`src/rtl/core/i2a_pkg.sv`:
```
// shared types, constants and character helpers of the integer to ascii formatter
package i2a_pkg;

  localparam int unsigned VALUE_WIDTH_DEF = 64;
  localparam int unsigned DEC_BITS        = 32;
  localparam int unsigned BCD_DIGITS      = 10;
  localparam int unsigned BCD_W           = BCD_DIGITS * 4;
  localparam int unsigned CNT_W           = $clog2(DEC_BITS);
  localparam int unsigned LEN_W           = 5;
  localparam int unsigned KIND_W          = 3;
  localparam int unsigned CHAR_W          = 8;
  localparam int unsigned PRE_IDX_W       = 3;
  localparam int unsigned DIG_W_DEF       = 64;

  typedef enum logic [KIND_W-1:0] {
    KIND_SDEC = 3'd0,
    KIND_UDEC = 3'd1,
    KIND_HEXL = 3'd2,
    KIND_HEXU = 3'd3,
    KIND_PTR  = 3'd4
  } kind_e;

  typedef enum logic [1:0] {
    PRE_NONE,
    PRE_MINUS,
    PRE_HEX,
    PRE_NIL
  } pre_sel_e;

  typedef enum logic [1:0] {
    ST_IDLE,
    ST_CONV,
    ST_RUN
  } top_state_e;

  typedef enum logic [1:0] {
    E_IDLE,
    E_PREFIX,
    E_SKIP,
    E_DIGIT
  } emit_state_e;

  // control handed from the front end to the character emitter
  typedef struct packed {
    logic             upper;
    pre_sel_e         pre;
    logic [LEN_W-1:0] ndig;
  } job_t;

  localparam logic [CHAR_W-1:0] CH_ZERO  = 8'h30;
  localparam logic [CHAR_W-1:0] CH_MINUS = 8'h2d;
  localparam logic [CHAR_W-1:0] CH_X     = 8'h78;
  localparam logic [CHAR_W-1:0] CH_LPAR  = 8'h28;
  localparam logic [CHAR_W-1:0] CH_N     = 8'h6e;
  localparam logic [CHAR_W-1:0] CH_I     = 8'h69;
  localparam logic [CHAR_W-1:0] CH_L     = 8'h6c;
  localparam logic [CHAR_W-1:0] CH_RPAR  = 8'h29;
  localparam logic [CHAR_W-1:0] CH_A_LO  = 8'h61;
  localparam logic [CHAR_W-1:0] CH_A_UP  = 8'h41;

  function automatic logic [CHAR_W-1:0] hex_char(input logic [3:0] d, input logic upper);
    logic [CHAR_W-1:0] base;
    base = upper ? CH_A_UP : CH_A_LO;
    if (d < 4'd10) begin
      return CH_ZERO + CHAR_W'(d);
    end else begin
      return base + CHAR_W'(d - 4'd10);
    end
  endfunction

  function automatic logic [PRE_IDX_W-1:0] prefix_last(input pre_sel_e pre);
    case (pre)
      PRE_HEX: return 3'd1;
      PRE_NIL: return 3'd4;
      default: return 3'd0;
    endcase
  endfunction

  function automatic logic [CHAR_W-1:0] prefix_char(input pre_sel_e pre,
                                                    input logic [PRE_IDX_W-1:0] idx);
    logic [CHAR_W-1:0] c;
    c = CH_MINUS;
    case (pre)
      PRE_HEX: c = (idx == 3'd0) ? CH_ZERO : CH_X;
      PRE_NIL: begin
        case (idx)
          3'd0:    c = CH_LPAR;
          3'd1:    c = CH_N;
          3'd2:    c = CH_I;
          3'd3:    c = CH_L;
          default: c = CH_RPAR;
        endcase
      end
      default: c = CH_MINUS;
    endcase
    return c;
  endfunction

endpackage

```
`src/rtl/core/i2a_dabble.sv`:
```
// bit-serial binary to bcd converter, shift-and-add-3, one input bit per cycle
module i2a_dabble
  import i2a_pkg::*;
(
  input  logic                clk_i,
  input  logic                rst_ni,
  input  logic                start_i,
  input  logic [DEC_BITS-1:0] bin_i,
  output logic                done_o,
  output logic [BCD_W-1:0]    bcd_o
);

  logic                busy_q, busy_d;
  logic                done_q, done_d;
  logic [CNT_W-1:0]    cnt_q, cnt_d;
  logic [DEC_BITS-1:0] bin_q, bin_d;
  logic [BCD_W-1:0]    bcd_q, bcd_d;
  logic [BCD_W-1:0]    adj;

  // add 3 to every digit of 5 or more before the shift
  always_comb begin
    for (int i = 0; i < BCD_DIGITS; i++) begin
      adj[i*4 +: 4] = (bcd_q[i*4 +: 4] >= 4'd5) ? bcd_q[i*4 +: 4] + 4'd3 : bcd_q[i*4 +: 4];
    end
  end

  always_comb begin
    busy_d = busy_q;
    done_d = 1'b0;
    cnt_d  = cnt_q;
    bin_d  = bin_q;
    bcd_d  = bcd_q;
    if (start_i) begin
      busy_d = 1'b1;
      cnt_d  = '0;
      bin_d  = bin_i;
      bcd_d  = '0;
    end else if (busy_q) begin
      bcd_d = {adj[BCD_W-2:0], bin_q[DEC_BITS-1]};
      bin_d = bin_q << 1;
      cnt_d = cnt_q + 1'b1;
      if (cnt_q == CNT_W'(DEC_BITS - 1)) begin
        busy_d = 1'b0;
        done_d = 1'b1;
      end
    end
  end

  always_ff @(posedge clk_i or negedge rst_ni) begin
    if (!rst_ni) begin
      busy_q <= 1'b0;
      done_q <= 1'b0;
      cnt_q  <= '0;
    end else begin
      busy_q <= busy_d;
      done_q <= done_d;
      cnt_q  <= cnt_d;
    end
  end

  always_ff @(posedge clk_i) begin
    bin_q <= bin_d;
    bcd_q <= bcd_d;
  end

  assign done_o = done_q;
  assign bcd_o  = bcd_q;

endmodule

```
`src/rtl/core/i2a_emit.sv`:
```
// character emitter: prefix text, leading zero skip and one digit per cycle unless the output stalls
module i2a_emit
  import i2a_pkg::*;
#(
  parameter int unsigned DIG_W = DIG_W_DEF
) (
  input  logic              clk_i,
  input  logic              rst_ni,
  input  logic              load_i,
  input  job_t              job_i,
  input  logic [DIG_W-1:0]  digits_i,
  output logic              busy_o,
  output logic              m_axis_tvalid,
  input  logic              m_axis_tready,
  output logic [CHAR_W-1:0] m_axis_tdata,  // char_code
  output logic              m_axis_tlast,
  output logic [LEN_W-1:0]  m_axis_tuser   // total_length
);

  emit_state_e          state_q, state_d;
  logic [DIG_W-1:0]     dig_q;
  logic [LEN_W-1:0]     left_q, len_q;
  logic [PRE_IDX_W-1:0] idx_q;
  pre_sel_e             pre_q;
  logic                 upper_q;

  logic                 m_valid_q;
  logic [CHAR_W-1:0]    m_data_q;
  logic                 m_last_q;
  logic [LEN_W-1:0]     m_len_q;

  logic                 adv;
  logic [3:0]           top_dig;
  logic                 emit_c, last_c, shift_c;
  logic [CHAR_W-1:0]    char_c;

  assign adv     = !m_valid_q || m_axis_tready;
  assign top_dig = dig_q[DIG_W-1 -: 4];

  always_comb begin
    state_d = state_q;
    case (state_q)
      E_IDLE: begin
        if (load_i) begin
          state_d = (job_i.pre == PRE_NONE) ? E_SKIP : E_PREFIX;
        end
      end
      E_PREFIX: begin
        if (adv && idx_q == prefix_last(pre_q)) begin
          state_d = (pre_q == PRE_NIL) ? E_IDLE : E_SKIP;
        end
      end
      E_SKIP: begin
        if (!(top_dig == 4'd0 && left_q > LEN_W'(1))) begin
          state_d = E_DIGIT;
        end
      end
      E_DIGIT: begin
        if (adv && left_q == LEN_W'(1)) begin
          state_d = E_IDLE;
        end
      end
      default: state_d = E_IDLE;
    endcase
  end

  always_comb begin
    emit_c  = 1'b0;
    last_c  = 1'b0;
    shift_c = 1'b0;
    char_c  = CH_ZERO;
    case (state_q)
      E_PREFIX: begin
        emit_c = adv;
        char_c = prefix_char(pre_q, idx_q);
        last_c = (pre_q == PRE_NIL) && (idx_q == prefix_last(pre_q));
      end
      E_SKIP: begin
        shift_c = (top_dig == 4'd0) && (left_q > LEN_W'(1));
      end
      E_DIGIT: begin
        emit_c  = adv;
        shift_c = adv;
        char_c  = hex_char(top_dig, upper_q);
        last_c  = (left_q == LEN_W'(1));
      end
      default: begin
        emit_c = 1'b0;
      end
    endcase
  end

  always_ff @(posedge clk_i or negedge rst_ni) begin
    if (!rst_ni) begin
      state_q   <= E_IDLE;
      m_valid_q <= 1'b0;
    end else begin
      state_q <= state_d;
      if (emit_c) begin
        m_valid_q <= 1'b1;
      end else if (m_axis_tready) begin
        m_valid_q <= 1'b0;
      end
    end
  end

  always_ff @(posedge clk_i) begin
    if (load_i && state_q == E_IDLE) begin
      dig_q   <= digits_i;
      left_q  <= job_i.ndig;
      len_q   <= '0;
      idx_q   <= '0;
      pre_q   <= job_i.pre;
      upper_q <= job_i.upper;
    end else begin
      if (shift_c) begin
        dig_q  <= dig_q << 4;
        left_q <= left_q - 1'b1;
      end
      if (emit_c) begin
        len_q <= len_q + 1'b1;
        if (state_q == E_PREFIX) begin
          idx_q <= idx_q + 1'b1;
        end
      end
    end
    if (emit_c) begin
      m_data_q <= char_c;
      m_last_q <= last_c;
      m_len_q  <= last_c ? len_q + 1'b1 : '0;
    end
  end

  assign busy_o        = (state_q != E_IDLE);
  assign m_axis_tvalid = m_valid_q;
  assign m_axis_tdata  = m_data_q;
  assign m_axis_tlast  = m_last_q;
  assign m_axis_tuser  = m_len_q;

endmodule

```
`src/rtl/core/integer_to_ascii_formatter.sv`:
```
// top level of the integer to ascii formatter
//
// Takes one value per transaction with a kind in tuser (0 signed decimal of
// the low 32 bits, 1 unsigned decimal, 2 and 3 lower and upper case hex, 4
// pointer as "0x" plus hex or "(nil)" for zero) and streams its text out one
// character per output transaction, most significant character first; the
// final character has tlast set and carries the character count in tuser.
// Kinds 5 to 7 produce no output and leave the input ready. A decimal value
// first passes through a bit-serial shift-and-add-3 converter, which shifts in
// the 32 bits of the magnitude and then flags completion. The emitter then
// sends any minus sign, skips leading zero digits, changes over to emitting
// and sends the remaining digits. Hex kinds go straight to the emitter, which
// skips leading zero nibbles and emits the rest, after "0x" for a pointer;
// "(nil)" is sent alone. After the last character the block returns to idle.
// The emitter's single output register sets the pace of one character per
// cycle, and output back-pressure stretches it. A new value is taken once the
// emitter has handed its last character to the output register, even while
// that character still waits to be taken.
module integer_to_ascii_formatter
  import i2a_pkg::*;
#(
  parameter int unsigned VALUE_WIDTH = VALUE_WIDTH_DEF
) (
  input  logic              clk_i,
  input  logic              rst_ni,
  input  logic              s_axis_tvalid,
  output logic              s_axis_tready,
  input  logic [63:0]       s_axis_tdata,  // value
  input  logic [KIND_W-1:0] s_axis_tuser,  // kind
  output logic              m_axis_tvalid,
  input  logic              m_axis_tready,
  output logic [CHAR_W-1:0] m_axis_tdata,  // char_code
  output logic              m_axis_tlast,
  output logic [LEN_W-1:0]  m_axis_tuser   // total_length
);

  // nibbles of the hex view, and a digit register wide enough for both views
  localparam int unsigned NIB   = (VALUE_WIDTH + 3) / 4;
  localparam int unsigned DNIB  = (NIB > BCD_DIGITS) ? NIB : BCD_DIGITS;
  localparam int unsigned DIG_W = DNIB * 4;

  top_state_e state_q, state_d;
  logic       neg_q;

  logic                s_accept;
  kind_e               kind;
  logic [DEC_BITS-1:0] low;
  logic [DEC_BITS-1:0] mag;
  logic                neg;
  logic                is_dec, is_hex;
  logic [NIB*4-1:0]    hex_ext;
  logic                ptr_zero;

  logic                dab_start;
  logic                dab_done;
  logic [BCD_W-1:0]    dab_bcd;

  logic                emit_load;
  logic                emit_busy;
  job_t                job;
  logic [DIG_W-1:0]    digits;

  assign s_accept = s_axis_tvalid && s_axis_tready;
  assign kind     = kind_e'(s_axis_tuser);

  // decimal front end: magnitude of the low word, sign noted for the prefix
  assign low = s_axis_tdata[DEC_BITS-1:0];
  assign neg = (kind == KIND_SDEC) && low[DEC_BITS-1];
  assign mag = neg ? (~low + 1'b1) : low;

  // hex front end: only the low VALUE_WIDTH bits count
  assign hex_ext  = (NIB*4)'(s_axis_tdata[VALUE_WIDTH-1:0]);
  assign ptr_zero = (hex_ext == '0);

  always_comb begin
    is_dec = 1'b0;
    is_hex = 1'b0;
    case (kind)
      KIND_SDEC, KIND_UDEC:           is_dec = 1'b1;
      KIND_HEXL, KIND_HEXU, KIND_PTR: is_hex = 1'b1;
      default: begin
        is_dec = 1'b0;
        is_hex = 1'b0;
      end
    endcase
  end

  // sequencing: convert (decimal only), then run the emitter to completion
  always_comb begin
    state_d = state_q;
    case (state_q)
      ST_IDLE: begin
        if (s_accept && is_dec) begin
          state_d = ST_CONV;
        end else if (s_accept && is_hex) begin
          state_d = ST_RUN;
        end
      end
      ST_CONV: begin
        if (dab_done) begin
          state_d = ST_RUN;
        end
      end
      ST_RUN: begin
        if (!emit_busy) begin
          state_d = ST_IDLE;
        end
      end
      default: state_d = ST_IDLE;
    endcase
  end

  always_comb begin
    s_axis_tready = (state_q == ST_IDLE);
    dab_start     = 1'b0;
    emit_load     = 1'b0;
    job.upper     = 1'b0;
    job.pre       = PRE_NONE;
    job.ndig      = LEN_W'(BCD_DIGITS);
    digits        = DIG_W'(dab_bcd) << (DIG_W - BCD_W);
    case (state_q)
      ST_IDLE: begin
        dab_start = s_accept && is_dec;
        emit_load = s_accept && is_hex;
        job.upper = (kind == KIND_HEXU);
        job.ndig  = LEN_W'(NIB);
        digits    = DIG_W'(hex_ext) << (DIG_W - NIB*4);
        if (kind == KIND_PTR) begin
          job.pre = ptr_zero ? PRE_NIL : PRE_HEX;
        end
      end
      ST_CONV: begin
        emit_load = dab_done;
        job.pre   = neg_q ? PRE_MINUS : PRE_NONE;
      end
      default: begin
        emit_load = 1'b0;
      end
    endcase
  end

  always_ff @(posedge clk_i or negedge rst_ni) begin
    if (!rst_ni) begin
      state_q <= ST_IDLE;
    end else begin
      state_q <= state_d;
    end
  end

  // sign of the value under conversion
  always_ff @(posedge clk_i) begin
    if (dab_start) begin
      neg_q <= neg;
    end
  end

  i2a_dabble u_dabble (
    .clk_i   (clk_i),
    .rst_ni  (rst_ni),
    .start_i (dab_start),
    .bin_i   (mag),
    .done_o  (dab_done),
    .bcd_o   (dab_bcd)
  );

  i2a_emit #(
    .DIG_W (DIG_W)
  ) u_emit (
    .clk_i         (clk_i),
    .rst_ni        (rst_ni),
    .load_i        (emit_load),
    .job_i         (job),
    .digits_i      (digits),
    .busy_o        (emit_busy),
    .m_axis_tvalid (m_axis_tvalid),
    .m_axis_tready (m_axis_tready),
    .m_axis_tdata  (m_axis_tdata),
    .m_axis_tlast  (m_axis_tlast),
    .m_axis_tuser  (m_axis_tuser)
  );

`ifndef SYNTHESIS
  // the converter only finishes while a decimal value is waiting for it
  a_done_in_conv: assert property (@(posedge clk_i) disable iff (!rst_ni)
    dab_done |-> state_q == ST_CONV)
    else $error("bcd conversion finished outside the conversion phase");

  // a value that produces text blocks the input on the next cycle
  a_busy_after_accept: assert property (@(posedge clk_i) disable iff (!rst_ni)
    s_accept && (is_dec || is_hex) |=> !s_axis_tready)
    else $error("input still ready after taking a value");

  // the emitter is only loaded while it is idle
  a_load_when_idle: assert property (@(posedge clk_i) disable iff (!rst_ni)
    emit_load |-> !emit_busy)
    else $error("emitter loaded while busy");

  // the count rides on the last character only
  a_len_on_last: assert property (@(posedge clk_i) disable iff (!rst_ni)
    m_axis_tvalid |-> (m_axis_tlast == (m_axis_tuser != '0)))
    else $error("character count does not match the last flag");
`endif

endmodule

```
`config.mk`:
```
export PLATFORM = sky130hd
export DESIGN_NAME = integer_to_ascii_formatter
export DESIGN_NICKNAME = d
export VERILOG_FILES = /design/src/rtl/core/i2a_pkg.sv /design/src/rtl/core/i2a_dabble.sv /design/src/rtl/core/i2a_emit.sv /design/src/rtl/core/integer_to_ascii_formatter.sv
export SDC_FILE = /design/constraint.sdc
export NUM_CORES = 1
export LEC_CHECK = 0
export BUFFER_PORTS_ARGS = -buffer_cell sky130_fd_sc_hd__buf_2
export CORE_MARGIN = 2
export CORE_UTILIZATION = 50
export DETAILED_ROUTE_END_ITERATION = 16
export GPL_ROUTABILITY_DRIVEN = 0
export PLACE_DENSITY = 0.81
export SLEW_MARGIN = 20
export SYNTH_ARGS = -nofsm -noshare
export SYNTH_HDL_FRONTEND = slang
export SYNTH_HIERARCHICAL = 1
export SYNTH_SLANG_ARGS = --single-unit
```
`constraint.sdc`:
```
create_clock -name clk_i -period 17.25 [get_ports clk_i]
set_input_delay 0.8625 -clock clk_i [delete_from_list [all_inputs] [get_ports clk_i]]
set_output_delay 0.8625 -clock clk_i [all_outputs]
set_load 0.02 [all_outputs]
```
* After elaboration in Yosys (flattened, before gate mapping) *
Cells that the tools add are included.

word-level totals
  register bits after elaboration = 179
  input port bits = 71
  output and inout port bits = 16
  word-level logic and storage cells = 161

operators by class
  add/sub/neg operators = 18
  order comparisons = 12
  eq/ne operators = 24
  muxes and demuxes = 60
  bitwise operators = 1
  reductions and logical operators = 28

operators with widths
  cell                                                    number
  2-to-1 mux 64 bit                                       3
  2-to-1 mux 32 bit                                       3
  logical NOT 64 bit                                      1
  >= comparator 4 x 3 -> 1 bit (second input constant)    10
  adder 4 x 2 -> 4 bit (second input constant)            9
  2-to-1 mux 4 bit                                        9
  adder 32 x 1 -> 32 bit (second input constant)          1
  NOT 32 bit                                              1
  one-hot mux 8 bit (2 select lines)                      2
  one-hot mux 7 bit (4 select lines)                      1
  2-to-1 mux 5 bit                                        5
  2-to-1 mux 2 bit                                        11
  2-to-1 mux 1 bit                                        14
  == test 3 x 2 -> 1 bit (second input constant)          4
  adder 5 x 1 -> 5 bit (second input constant)            2
  == test 2 bit (second input constant)                   5
  logical AND 1 bit                                       9
  adder 8 bit                                             1
  2-to-1 mux 8 bit                                        1
  inequality test 2 x 1 -> 1 bit (second input constant)  4
  one-hot mux 2 bit (4 select lines)                      1
  nonzero test 2 bit                                      4
  adder 6 x 4 -> 7 bit (first input constant)             1
  2-to-1 mux 7 bit                                        1
  30 further kinds                                        40

* Depth between registers and ports, before layout *
  word-level depth = 8
  gate-level depth with buffers = 9

* Hierarchy *
Netlist, hierarchy kept.

modules (own cells, without submodules)
  module                      times used  cells an instance  area each (um2)  seq. area each (um2)
  i2a_emit                    1           324                4604.4           2817.7
  i2a_dabble                  1           399                4105.2           1936.9
  integer_to_ascii_formatter  1           206                1661.6           80.1

* Least setup slack after synthesis *
No wires, ideal clock.

  path type = in2reg
  start = input port s_axis_tuser[1]
  end = register u_emit.dig_q[0], enable pin
  library setup time = 0.591 ns
  arrival time = 6.464 ns
  setup slack = 10.195 ns
  stages on the path = 5
  cells stage by stage = nor3b_1 -> o211ai_1 -> a21oi_1 -> nand2b_4 -> o21ai_0

on the way
  word-level cells in the longest chain between the ends = 7
  elaborated cells between the ends (all ways) = 9
  those cells by class = eq/ne: 3; mux: 2; reduce/logical: 4

RTL lines
  what                                                     line                               source
  from (decl)                                              integer_to_ascii_formatter.sv:29   input logic [KIND_W-1:0] s_axis_tuser,
  == test 3 x 2 -> 1 bit or == test 3 bit (tied branches)  integer_to_ascii_formatter.sv:78   case (kind)
  OR reduction 3 bit *                                     integer_to_ascii_formatter.sv:78
  2-to-1 mux 1 bit *                                       integer_to_ascii_formatter.sv:78
  logical AND 1 bit *                                      integer_to_ascii_formatter.sv:124  emit_load = s_accept && is_hex;
  one-hot mux 1 bit (2 select lines) *                     integer_to_ascii_formatter.sv:121  case (state_q)
  net emit_load                                            integer_to_ascii_formatter.sv:58   logic emit_load;
  logical AND 1 bit *                                      i2a_emit.sv:108                    if (load_i && state_q == E_IDLE) begin
  nonzero test 2 bit (no source line) *                    n/a
  to (signal assigned)                                     i2a_emit.sv:109                    dig_q <= digits_i;
  to (signal assigned)                                     i2a_emit.sv:117                    dig_q <= dig_q << 4;
  to (decl)                                                i2a_emit.sv:21                     logic [DIG_W-1:0] dig_q;

Mark *: on every way through the listed nets, which the timed path passes. The rest lies on a longest branch.
A chain may end at the register's enable or synchronous reset.

==> qor.yml <==
setup_path:
  reg2reg_to: "u_dabble/bin_q[12]$_DFFE_PP_"
  start_kind: "register"
  worst-path-max-fanout: 59
  worstSetupPathType: "reg2reg"
  rrSetupSlack_ns: 13.35
  r2r_start: "state_q[1]$_DFFE_PN0P_"
  reg2reg_depth: 6
  end_kind: "register"
  critPathRequiredTime_ns: 17.43
  crit_arrival_ns: 4.08
synthesis:
  synth_area_per_cell_um2: 11.2
  synth_area_um2: 10400
  synthTopCellsByArea: "edfxtp_1, mux2_2, dfxtp_1, ha_1, xnor2_1"
  synth_top_family_by_area: "multiplexers"
  ys_seq_elements: 179
  ys.flop_type: "edfxtp_1"
  yosys.area.top_type: "edfxtp_1"
  synth_seq_area_share: 0.466
  yosys-mux-area-fraction: 0.148
  synthAdderAreaFrac: 0.0446
  synthXorXnorAreaFrac: 0.0414
  synthSimpleGateAreaFrac: 0.134
  synth_warnings: 6
  synth_top_cell_area_share: 0.345
  syn_inst: 929
  synth_cell_types: 72
  synth-edff-count: 119
  synth_compound_area_frac: 0.117
  async_reset_ff_frac: 0.0670
sta:
  post-route-period-util: 0.226
  slew_viol_final: 0
  fin_crit_ns: 3.90
  slew_headroom: 0.354
  final_hold_viol_count: 0
  fmax_mhz: 256
  skew_ns: 0.00890
  rsz0062_at_grt: "false"
  tightest_slew_ns: 0.968
  setup_viol: 0
  final.setup.tns_ns: 0
drt:
  wl_um: 22000
  wire_per_inst_um: 17.3
  drt_iter0_markers: 550
  dr.pass1.iters: 5
  viasPerCell: 5.73
  post-route-drc-count: 0
  vias: 7317
  antenna_left: 0
clock_tree:
  root_buffer: "clkbuf_16"
  cts_tree: "yes"
  cts_buffer_depth: 2
  cts_resized: 0
  cts-hold-fix-buffers: 0
  insertion_delay_ns: 0.43
  numCtsBuffers: 17
  h-tree-depth: 4
  clock-sinks: 179
  cts_setup_buffers: 0
  clkTransAtPathRegs_ns: 0.07
layout:
  final_cell_mix: "mux2_2, edfxtp_1, buf_2"
  fill_cells: 1710
  drive_above_1_share: 0.292
  syn_to_final_growth_pct: 10.8
  nNetsFinal: 1101
  multi_input_area_um2: 5070
  final_core_util: 0.566
  diodes: 0
  final_common_cell: "mux2_2"
  seq_area_um2: 4840
grt:
  grt_pass1_wl_um: 35400
  grt-ovfl-total: 0
  grt_pass1_vias: 7176
  grt_max_degree: 70
  grt_util_all_layers: 0.204
  antenna_found_initial: 0
place:
  portBuffers: 86
  dp_hpwl_um: 15000
floorplan:
  coreArea_um2: 20300
  die_h_um: 148
  rows: 52
  initial_core_util: 0.511
  pin_count: 87
  dieArea_um2: 21900
  die-width_um: 148
pwr:
  p_leak_nw: 4.29
  irDropWorstVdd_uv: 75.4
  powerDensity_nw_per_um2: 175
worst_hold_path:
  hp-class: "in2async"
flow_run:
  drv_cap: 0
run_status:
  status: "complete, no violations"
==> critical path, cell delays in order, from the launching register on <==
cell and delay (ns):
dfrtp_1 0.43, nor2_2 0.72, inv_2 0.65, nor4b_2 0.36, buf_4 0.39, buf_4 0.60
mux2_2 0.42
==> worst max-delay path by stage <==
| stage | startpoint | end | slack, ns | cells after the start |
|---|---|---|---|---|
| floorplan | s_axis_tuser[1] | u_emit/dig_q[0]$_SDFFCE_PN0P_ | 10.19 | 5 |
| global placement | state_q[1]$_DFFE_PN0P_ | u_dabble/bin_q[15]$_DFFE_PP_ | 13.43 | 6 |
| detailed placement | state_q[1]$_DFFE_PN0P_ | u_dabble/bin_q[20]$_DFFE_PP_ | 13.30 | 6 |
| CTS | state_q[1]$_DFFE_PN0P_ | u_dabble/bin_q[29]$_DFFE_PP_ | 13.29 | 6 |
| global route | state_q[1]$_DFFE_PN0P_ | u_dabble/bin_q[21]$_DFFE_PP_ | 12.97 | 6 |
| finish | state_q[1]$_DFFE_PN0P_ | u_dabble/bin_q[12]$_DFFE_PP_ | 13.35 | 6 |
==> sequential cells by signal, indices dropped and copies added, names as in the netlist, 2 cells and up <==
register and count:
u_emit/dig_q 64, u_dabble/bcd_o 40, u_emit/m_axis_tuser 5, u_emit/pre_q 2, u_emit/len_q 5, u_emit/left_q 5, u_emit/state_q 2, u_emit/idx_q 3
u_emit/m_axis_tdata 8, u_dabble/cnt_q 5, u_dabble/bin_q 32, state_q 2
==> layer usage <==
metal | vias to the layer above | GRT usage | part of all wire
met2 | 205 | 0.342 | 0.49
met5 | - | 0 | 0
met3 | 26 | 0.0373 | 0.045
met4 | 0 | 0.0752 | 0.018
met1 | 3537 | 0.265 | 0.45
li1 | 3549 | - | -
==> stage by stage <==
| stage | setup WS (ns) | cell area, um^2 | hold slack (ns) | cells | total power, W |
|---|---|---|---|---|---|
| 2_1_floorplan | 10.19 | 10400 | 0.441 | 930 | 0.00145 |
| 5_1_grt | 12.97 | 11500 | 0.329 | 1276 | 0.00214 |
| 6_report | 13.35 | 11500 | 0.323 | 1276 | 0.00201 |
| 3_5_place_dp | 13.30 | 10900 | 0.479 | 1244 | 0.00163 |
| 3_3_place_gp | 13.43 | 10900 | 0.471 | 1244 | 0.00158 |
| 4_1_cts | 13.29 | 11500 | 0.319 | 1276 | 0.00201 |
==> where the power goes <==
group          switching, W  internal, W
Combinational      0.000424     0.000380
Clock              0.000165     0.000213
Sequential         0.000141     0.000690
Total              0.000730      0.00128
==> layout make-up <==
type	instances	share of cell area
multi-input cells	648	0.441
flip-flops and latches	179	0.421
repair buffers	91	0.0407
clock buffers	19	0.0377
well taps	270	0.0294
inverters	56	0.0183
clock inverters	13	0.0118
==> logic make-up after synthesis <==
group | count (synthesis)
AOI/OAI and AO/OA | 176
buffers and inverters | 103
adders and majority gates | 37
DFF | 179
and+or+nand+nor | 246
xor gates and xnor gates | 49
other | 2
muxes | 137
==> synth_stat cells, drive strengths merged (18+ instances only) <==
library cell / number
inv: 56
edfxtp: 119
nand2: 45
ha: 37
and2: 31
mux2: 131
xnor2: 38
buf: 39
nor2: 49
dfxtp: 48
nand3: 18
a21oi: 41
o21ai: 56
Power figures use the tool's default switching activity.
